### config.mk
export PLATFORM = sky130hd
export DESIGN_NAME = wid_ram
export DESIGN_NICKNAME = d
export VERILOG_FILES = /design/src/rtl/wid_ram.sv
export SDC_FILE = /design/constraint.sdc
export NUM_CORES = 1
export LEC_CHECK = 0
export BUFFER_PORTS_ARGS = -buffer_cell sky130_fd_sc_hd__buf_4
export CAP_MARGIN = 15
export CORE_ASPECT_RATIO = 0.7
export CORE_MARGIN = 2
export CORE_UTILIZATION = 55
export DETAILED_ROUTE_END_ITERATION = 8
export PLACE_DENSITY_LB_ADDON = 0.05
export SYNTH_ARGS = -nofsm -noshare
export SYNTH_HDL_FRONTEND = slang
export SYNTH_SLANG_ARGS = --single-unit
### constraint.sdc
create_clock -name clk -period 1.92 [get_ports clk]
set_input_delay 0 -clock clk [delete_from_list [all_inputs] [get_ports clk]]
set_output_delay 0 -clock clk [all_outputs]
set_load 0.02 [all_outputs]
### src/rtl/wid_ram.sv
// Generic single-clock RAM, one write port and one registered read port.
module wid_ram #(
	parameter int WIDTH = 8,
	parameter int DEPTH = 16
) (
	input  logic                     clk,
	input  logic                     we,
	input  logic [$clog2(DEPTH)-1:0] waddr,
	input  logic [WIDTH-1:0]         wdata,
	input  logic [$clog2(DEPTH)-1:0] raddr,
	output logic [WIDTH-1:0]         rdata
);

	logic [WIDTH-1:0] mem [DEPTH];

	always_ff @(posedge clk) begin
		if (we) begin
			mem[waddr] <= wdata;
		end
		rdata <= mem[raddr];
	end

endmodule

### After elaboration in Yosys (flattened, before gate mapping)

Memory sizes are Yosys's and may differ from the RTL's. A register that Yosys moved wholly into a read port is not among the register bits.
Index checks and enable logic that the tools add are counted.

| word-level totals | value |
|---|---|
| bits in writable memories | 128 |
| logic and storage cells | 3 |
| flip-flop bits (word level) | 0 |
| memories | 1 |

Memories:

| name | depth | bits a word | rd ports | clocked after Yosys merged registers in | write ports | line | text |
|---|---|---|---|---|---|---|---|
| mem | 16 | 8 | 1 | 1 | 1 | 14 | `logic [WIDTH-1:0] mem [DEPTH];` |

| operators by class | value |
|---|---|
| mux-type cells | 2 |

Operator list:

| kind | count |
|---|---|
| $mux W1 | 2 |

### Logic depth before layout (Yosys ltp)

Gate-level depths: netlist (run 1).

| depth | value |
|---|---|
| depth in word-level cells | 2 |
| gate-level depth with buffers | 5 |

### Least setup slack after synthesis (run 1)

No wires, ideal clock.

| path | value |
|---|---|
| path kind | input port to flip-flop |
| start point | input port waddr[2] |
| end point | memory mem[0][0], enable pin |
| cell stages on the path | 2 |
| required time | 1.537 ns |
| setup slack | 0.427 ns |
| arrival time | 1.110 ns |
| buffers on the path | 0 |
| path through | or3b_2 nor3_1 |

RTL lines:

| what | line | text |
|---|---|---|
| from (decl) | 8 | `input logic [$clog2(DEPTH)-1:0] waddr,` |
| to (decl) | 14 |  |

Straight into the memory's write port.

==> results of run 1 <==
per-layer routing:
| metal | vias to the layer above | GRT usage (%) |
|---|---|---|
| met5 | - | 0 |
| met4 | 0 | 5.13 |
| met3 | 2 | 7.12 |
| met2 | 58 | 30.0 |
| met1 | 1247 | 31.9 |
| li1 | 1097 | - |
state kept, by name (all words and copies together), names as in the netlist:
| signal | count |
|---|---|
| mem | 128 |
| rdata | 8 |
layout by cell type (no fill, tap or decap), types with 7 or more instances in the layout:
cell type,instances
a22oi_1,16
buf_4,43
clkbuf_16,17
clkinv_1,7
dfxtp_1,8
dlygate4sd3_1,8
edfxtp_1,128
mux4_1,14
mux4_2,18
nand2_1,9
nor2_1,13
layout make-up:
type,count,area [um2],share of cell area (%)
clock buffer,18,429,6.94
clock inverter,14,114,1.84
multi-input combinational,83,1060,17.1
sequential,136,4000,64.8
tap,124,155,2.51
timing repair buffer,52,423,6.84
through the flow:
| step | std cells | total power, uW |
|---|---|---|
| 6_report | 427 | 6670 |
| 5_1_grt | 427 | 6910 |
| 4_1_cts | 427 | 6710 |
| 3_5_place_dp | 387 | 3750 |
| 3_3_place_gp | 387 | 3750 |
| 2_1_floorplan | 229 | 3590 |
worst register-to-register path, stage by stage, from the launching register on:
cell and delay, ns:
edfxtp_1 0.36, mux4_1 0.50, a22oi_1 0.33, nand2_1 0.11
cell families (layout without fill, tap and decap cells):
family	after synthesis	count (layout)	synth area share (%)
AO/OA/AOI/OAI	16	16	2.33
buffers and inverters	10	84	1.68
flip-flops	136	136	77.8
multiplexers	32	32	15.0
AND/OR/NAND/NOR	35	35	3.18
final timing paths:
check | from | endpoint | slack, ns | cells after the start
max | mem[2][3]$_DFFE_PP_ | rdata[3]$_DFF_P_ | 0.49 | 3
min | waddr[0] | mem[0][6]$_DFFE_PP_ | 0.12 | 3
max reg2reg | mem[2][3]$_DFFE_PP_ | rdata[3]$_DFF_P_ | 0.49 | 3
min reg2reg | mem[4][2]$_DFFE_PP_ | rdata[2]$_DFF_P_ | 0.68 | 3
power breakdown:
part / total [uW] / switching [uW] / internal (uW) / leakage, uW
logic: 353 / 190 / 163 / 0.000630
registers: 3350 / 25.5 / 3320 / 0.00122
clock network: 2970 / 1100 / 1860 / 0.000266
repair_timing:
| item | in CTS | in global routing |
|---|---|---|
| setup buffers | 0 | 0 |
| endpoints found under the hold margin | 128 | 0 |
| hold buffers | 8 | 0 |
==> flow_summary.ini, run 1 <==
[timing]
finalCritPeriodShare_pct = 74.5
rsz0062_at_grt = no
finalSetupViolations = 0
slew_viol_final = 0
worstMarginPinSlew_ns = 0.612
fin_setup_tns_ns = 0
skew_ns = 0.00657
hold_slack_ns = 0.119
period_minus_slack_ns = 1.43
fmax_ghz = 0.699
slew_headroom_pct = 59.0
hold_violations = 0
postLayoutSetupSlackWorst_ns = 0.489

[route]
vias_per_cell = 5.63
drc = 0
wl_met3_um = 521
wirelength_mm = 9.53
dr.pass1.iters = 4
drt_iter0_drc = 258
wl_met1_mm = 4.71
antenna_left = 0
top_layer_used = met4
met2_wirelength_mm = 4.28
via_count = 2404
routedWlPerCell_um = 22.3

[floorplan]
ios = 26
die_w_um = 120
dieArea_um2 = 10200
die_y_um = 84.9
rows = 29
initial_utilization_pct = 56.7
core_area_um2 = 9070

[worst_hold_path]
hold_class = in2reg

[worst_setup_path]
crit_arrival_ns = 1.71
slowest_stage = mux4_1
cp_top_family = multiplexers
critical_path_class = reg2reg
crit_buf_inv = 0
start_kind = flip-flop
cp-end-kind = flip-flop
critPathMaxStageDelay_ns = 0.50
path_max_fanout = 1
crit_chain = mux4_1 > a22oi_1 > nand2_1
critPathRequiredTime_ns = 2.20

[logic_synthesis]
netlist.area_leader.share_pct = 74.7
synth_top_cell_by_area = edfxtp_1
synthesis.nets = 247
synth_cell_types = 19
synth-async-reset-ratio_pct = 0
syn_inst = 229
synth.avg_cell_area_um2 = 22.5
yosysWarnings = 0
seq_area_frac_synth_pct = 77.8
synth_ff_type = edfxtp_1
ys_ff_latch = 136
synth-edff-count = 128
synth_area_um2 = 5150
yosysMostFrequentCell = edfxtp_1
yosys-top-cells-count = edfxtp_1 (128), mux4_2 (18), a22oi_1 (16), mux4_1 (14), nor2_1 (13)
synthTopCellsByArea = edfxtp_1 (75%), mux4_2 (7.9%), mux4_1 (7.1%)

[global_route]
antenna_found_initial = 0
grt.total_usage_pct = 21.0
first_global_vias = 2457
grt_overflow = 0
grt_pass1_wl_mm = 14.8
grt_max_degree = 33

[layout]
area_growth_syn_to_layout_pct = 20.1
fill_cells = 598
diodes = 0
finish.utilization_pct = 68.2
design_area_um2 = 6180
final_layout_size_suffix_gt1_share_pct = 28.7
nNetsFinal = 308

[clock_tree]
clk_pin_slew_worst_paths_ns = 0.06
htreeDepth = 4
numCtsBuffers = 17
cts_resized = 0
clock_sinks = 136
clkLatencyLatePin_ns = 0.40
clockBufferDepth = 2
cts_root_buf = clkbuf_16
tritoncts = done

[place]
place_ws_ns = 0.401
dp_hpwl_mm = 6.04
post_dp_cell_area_um2 = 5560
gp_congestion = 0.745
port-buffer-count = 25

[power_and_ir_drop]
power_leakage_uw = 0.00212
pwr_density_cell_nw_per_um2 = 1080
ir_worst_vdd_v = 0.00114

[status]
status = finished clean

[flow_run]
cap_violations = 0
Power figures use the tool's default switching activity.
==> run 2: changes to the inputs <==
--- a/config.mk
+++ b/config.mk
@@ -5,6 +5,7 @@
 export SDC_FILE = /design/constraint.sdc
 export NUM_CORES = 1
 export LEC_CHECK = 0
+export ABC_AREA = 1
 export BUFFER_PORTS_ARGS = -buffer_cell sky130_fd_sc_hd__buf_4
 export CAP_MARGIN = 15
 export CORE_ASPECT_RATIO = 0.7
==> constraint.sdc (replaced) <==
create_clock -name clk -period 1.4 [get_ports clk]
set_input_delay 0 -clock clk [delete_from_list [all_inputs] [get_ports clk]]
set_output_delay 0 -clock clk [all_outputs]
set_load 0.02 [all_outputs]
==> run 2 against run 1 <==
Compared with the run above:
- non-clock buffer count increased by 4
- sequential power is 37% higher
- sequential share of layout area fell by 5.5 points
- combinational power increased by 83%
- critical path depth grew 3
- sequential cell count did not move
- global-route usage is 4.4 points higher
- critical endpoint is now rdata[4]$_DFF_P_
==> flow_summary.ini, run 2 <==
[layout]
finish.utilization_pct = 65.7
area_growth_syn_to_layout_pct = 17.1
final_layout_size_suffix_gt1_share_pct = 11.7
largest_reg_flops = 128
reg.largest.list = mem x128, rdata x8
fill_cells = 771
final_cell_mix = nand2_1 (173), edfxtp_1 (128), inv_1 (100), nand3_1 (97), buf_4 (44)
regMostFlops = mem
diodes = 0
nNetsFinal = 620
layout_commonest_cell = nand2_1

[route]
routedWlPerCell_um = 17.9
wirelength_mm = 13.4
drt_iter0_drc = 356
via_count = 3893
dr.pass1.iters = 5
antenna_left = 0
drc = 0
vias_per_cell = 5.21

[timing]
postLayoutSetupSlackWorst_ns = 0.390
finalSetupViolations = 0
worstMarginPinSlew_ns = 0.314
skew_ns = 0.0148
fin_setup_tns_ns = 0
rsz0062_at_grt = no
finalCritPeriodShare_pct = 72.1
fmax_ghz = 0.990
period_minus_slack_ns = 1.01
slew_viol_final = 0
slew_headroom_pct = 79.1
hold_violations = 0

[clock_tree]
numCtsBuffers = 17
cts_root_buf = clkbuf_16
cts_resized = 0
htreeDepth = 4
clkLatencyLatePin_ns = 0.42
clockBufferDepth = 2
clock_sinks = 136
clk_pin_slew_worst_paths_ns = 0.06
tritoncts = done
post-cts-setup-buffers = 0

[worst_setup_path]
slowest_stage = edfxtp_1
critPathMaxStageDelay_ns = 0.36
crit_chain = inv_1 > nand2_1 > nand3_1 > nand3_1 > nand3_1 > nand2_1
r2r_end = rdata[4]$_DFF_P_
r2r-start = mem[0][4]$_DFFE_PP_
path_max_fanout = 1
crit_top_cell = nand3_1
cp-end-kind = flip-flop
rrSetupSlack_ns = 0.39
start_kind = flip-flop
critPathRequiredTime_ns = 1.70
crit_buf_inv = 1
crit_arrival_ns = 1.31
cp_top_family = simple AND/OR/NAND/NOR gates
rr_worst_depth = 6
critical_path_class = reg2reg

[floorplan]
rows = 31
core_area_um2 = 10300
die_y_um = 89.7
dieArea_um2 = 11300
ios = 26
initial_utilization_pct = 56.1
die_w_um = 126

[global_route]
grt_pass1_wl_mm = 20.6
grt_max_degree = 65
grt_most_used_layer = met1
grt_overflow = 0
globalRouteMet2Util_pct = 35.9
grt_util_met3_pct = 7.11
first_global_vias = 3552
antenna_found_initial = 0
grt.total_usage_pct = 25.4
use_met1_pct = 37.9

[logic_synthesis]
synth_cell_types = 12
synth_area_um2 = 5770
synthTopCellsByArea = edfxtp_1 (67%), nand2_1 (11%), nand3_1 (8.4%)
synth_top_cell_by_area = edfxtp_1
synthesis.nets = 569
synth.avg_cell_area_um2 = 10.5
seq_area_frac_synth_pct = 69.4
yosys-top-cells-count = nand2_1 (173), edfxtp_1 (128), inv_1 (100), nand3_1 (97), nor2_1 (17)
synth-async-reset-ratio_pct = 0
yosysWarnings = 0
yosysMostFrequentCell = nand2_1
syn_inst = 551
synth-edff-count = 128
ys_ff_latch = 136
synth_ff_type = edfxtp_1
netlist.area_leader.share_pct = 66.7

[worst_hold_path]
hold_class = in2reg
whs_endpoint = rdata[2]$_DFF_P_
min_path_cells = 4
hp-start = raddr[2]

[power_and_ir_drop]
ir_worst_vdd_v = 0.00105
pwr_density_cell_nw_per_um2 = 1350
power_leakage_uw = 0.00295

[place]
place_ws_ns = 0.292
dp_hpwl_mm = 8.04
port-buffer-count = 25
gp_congestion = 0.797

[flow_run]
cap_violations = 0

[status]
status = finished clean
## run 2: changes by cell type after synthesis, sizes merged, moves of 3 or more
cell | before | now
inv | 0 | 102
a22oi | 16 | 0
nor2 | 13 | 17
mux4 | 32 | 0
nor3 | 4 | 0
clkdlybuf4s25 | 3 | 0
buf | 7 | 24
nand3 | 1 | 97
nand2 | 9 | 173
## run 2: cell type report
cell class	count	area, um2	area share, %
tap	132	165	2.45
timing repair buffer	56	480	7.12
clock buffer	27	483	7.15
multi-input combinational	289	1210	18.0
sequential	136	4000	59.3
clock inverter	5	23.8	0.352
inverter	102	383	5.67
## run 2: tightest hold or removal path: cells and delay by family
family / cells / cell delay [ns]
and+or+nand+nor: 3 / 0.23
buffers and inverters: 1 / 0.19
## run 2: what timing repair did
item / 4_1_cts / 5_1_grt
endpoints found under the hold margin: 136 / 0
hold buffers: 9 / 0
setup endpoints to repair: 0 / 0
## run 2: how the worst max path moves through the flow
stage | start | end | depth (start not counted)
floorplan | waddr[2] | mem[10][0]$_DFFE_PP_ | 2
global placement | raddr[0] | rdata[1]$_DFF_P_ | 8
detailed placement | raddr[0] | rdata[3]$_DFF_P_ | 8
CTS | mem[5][3]$_DFFE_PP_ | rdata[3]$_DFF_P_ | 6
global route | mem[6][6]$_DFFE_PP_ | rdata[6]$_DFF_P_ | 6
finish | mem[0][4]$_DFFE_PP_ | rdata[4]$_DFF_P_ | 6
## run 2: cells by family after synthesis
kind of cell / Yosys count / synth area share, %
flip-flops: 136 / 69.4
AND/OR/NAND/NOR: 289 / 21.0
buffers and inverters: 126 / 9.52
## run 2: stage by stage
step	total power [uW]	hold WS (ns)	cells	instance area [um2]
3_3_place_gp	5280	0.320	706	6160
6_report	9110	0.0332	747	6750
4_1_cts	9160	0.00683	747	6750
5_1_grt	9390	0.0511	747	6750
2_1_floorplan	5010	0.0989	551	5770
3_5_place_dp	5290	0.319	706	6160
## run 2: metal layers
layer  share of wire, %  vias up
met5                  0        -
met4               0.96        0
met3                9.1        8
met1                 48     1835
met2                 42      168
li1                   -     1882
## run 2: power breakdown
part	internal (uW)	switching [uW]	total, uW
clock network	2340	1540	3880
registers	4550	31.2	4590
logic	217	430	647
total	7110	2000	9110
==> run 3: changes to the inputs <==
--- a/config.mk
+++ b/config.mk
@@ -5,12 +5,12 @@
 export SDC_FILE = /design/constraint.sdc
 export NUM_CORES = 1
 export LEC_CHECK = 0
-export ABC_AREA = 1
+export ABC_AREA = 0
 export BUFFER_PORTS_ARGS = -buffer_cell sky130_fd_sc_hd__buf_4
 export CAP_MARGIN = 15
 export CORE_ASPECT_RATIO = 0.7
 export CORE_MARGIN = 2
-export CORE_UTILIZATION = 55
+export CORE_UTILIZATION = 54
 export DETAILED_ROUTE_END_ITERATION = 8
 export PLACE_DENSITY_LB_ADDON = 0.05
 export SYNTH_ARGS = -nofsm -noshare
==> constraint.sdc (replaced) <==
create_clock -name clk -period 0.8 [get_ports clk]
set_input_delay 0 -clock clk [delete_from_list [all_inputs] [get_ports clk]]
set_output_delay 0 -clock clk [all_outputs]
set_load 0.02 [all_outputs]
==> run 3 against run 2 <==
Compared with the run above:
- fmax down 23%
- power grew 91%
- critical path depth shrank 3
- largest power group is now the clock network
- critical path type unchanged
- via count decreased by 34%
- the run now ends with setup timing left
- final cell count shrank 40%
- worst setup slack got worse by 0.89 ns
- core utilization increased by 8.7 points
- critical endpoint is now rdata[2]$_DFF_P_
- register-to-register slack got worse by 0.89 ns
- count of clock-buffer cells in the layout down 10
==> flow_summary.ini, run 3 (same netlist as run 1, synthesis figures left out) <==
[place]
port-buffer-count = 25
gp_congestion = 0.737
place_ws_ns = -0.565
dp_hpwl_mm = 6.54
post_dp_cell_area_um2 = 6040
placed_cells = 410

[timing]
worstMarginPinSlew_ns = 1.05
hold_violations = 0
period_minus_slack_ns = 1.30
fmax_ghz = 0.767
rsz0062_at_grt = yes
slew_viol_final = 0
slew_headroom_pct = 30.1
finalCritPeriodShare_pct = 163
hold_slack_ns = 0.151
finalSetupViolations = 16
postLayoutSetupSlackWorst_ns = -0.504
skew_ns = 0.00741

[layout]
diodes = 0
design_area_um2 = 6830
reg.largest.list = mem x128, rdata x8
layout_commonest_cell = edfxtp_1
register_area_um2 = 4010
nNetsFinal = 331
largest_reg_flops = 128
fill_cells = 500
final_cell_mix = edfxtp_1 (128), buf_4 (40), mux4_2 (32), buf_12 (19), clkbuf_16 (17)
final_layout_size_suffix_gt1_share_pct = 51.5
multiInputGateArea_um2 = 1190
regMostFlops = mem
finalNonFillerCells = 450
area_growth_syn_to_layout_pct = 32.7

[global_route]
grt_pass1_wl_mm = 16.1
grt_max_degree = 17
grt.total_usage_pct = 22.7
antenna_found_initial = 0
first_global_vias = 2627
grt_overflow = 0

[floorplan]
die_y_um = 85.7
initial_utilization_pct = 56.1
rows = 29
core_area_um2 = 9180
dieArea_um2 = 10300
die_w_um = 121
ios = 26

[worst_setup_path]
start_kind = flip-flop
path_max_fanout = 1
critical_path_class = reg2reg
cp-end-kind = flip-flop
critPathRequiredTime_ns = 1.09
rrSetupSlack_ns = -0.50
crit_arrival_ns = 1.60

[power_and_ir_drop]
pwr_density_cell_nw_per_um2 = 2540
power.total_uw = 17400
ir_worst_vdd_v = 0.00182
power_leakage_uw = 0.00230

[clock_tree]
numCtsBuffers = 17
cts_root_buf = clkbuf_16
clk_pin_slew_worst_paths_ns = 0.06
clkLatencyLatePin_ns = 0.41
tritoncts = done
htreeDepth = 4
clock_sinks = 136
clockBufferDepth = 2

[status]
status = finished with violations
violations = setup timing

[route]
drt_iter0_drc = 241
antenna_left = 0
drc = 0
vias_per_cell = 5.68
dr.pass1.iters = 5
wirelength_mm = 10.6
via_count = 2558
routedWlPerCell_um = 23.5

[flow_run]
cap_violations = 0

[worst_hold_path]
hold_class = in2reg
-- run 3: worst paths after layout --
path                             start          endpoint  cells after the start
setup reg to reg   mem[4][2]$_DFFE_PP_  rdata[2]$_DFF_P_                      3
hold / removal                raddr[1]  rdata[4]$_DFF_P_                      4
hold reg to reg   mem[12][2]$_DFFE_PP_  rdata[2]$_DFF_P_                      3
setup / recovery   mem[4][2]$_DFFE_PP_  rdata[2]$_DFF_P_                      3
-- run 3: power breakdown --
part	switching, uW	total [uW]	leakage [uW]	internal [uW]
sequential	62.6	8040	0.00122	7980
combinational	562	1120	0.000770	561
clock	2970	8190	0.000301	5220
total	3600	17400	0.00230	13800
-- run 3: worst max-delay path, stage by stage (launching register included) --
cell and delay [ns]:
edfxtp_1 0.41, mux4_2 0.50, a22oi_2 0.20, nand2_1 0.07
-- run 3: final cells by class --
cell class | instances | area share, %
multi-input cells | 83 | 17.4
clock inverters | 15 | 2.89
flip-flops and latches | 136 | 58.8
clock buffers | 17 | 6.23
well taps | 124 | 2.27
repair buffers | 75 | 12.5
-- run 3: per-stage QoR --
step / util [%] / setup TNS [ns]
final: 74.4 / -3.99
after global routing: 74.4 / -4.57
after CTS: 74.1 / -4.35
after detailed placement: 65.8 / -44.95
after global placement: 65.8 / -44.46
after floorplan: - / -19.30
-- run 3: what timing repair did --
action	4_1_cts	5_1_grt
hold endpoints to repair	128	0
pin swaps	3	3
resized for setup	19	7
hold buffers	8	0
endpoints found under the setup margin	24	16
buffers inserted	0	0
-- run 3: per-layer routing --
layer | routed length [um] | track usage [%] | vias up | part of all wire (%)
li1 | - | - | 1135 | -
met1 | 4840 | 33.1 | 1335 | 46
met2 | 5130 | 34.5 | 77 | 49
met3 | 496 | 6.32 | 11 | 4.7
met4 | 97 | 6.34 | 0 | 0.92
met5 | 0 | 0 | - | 0
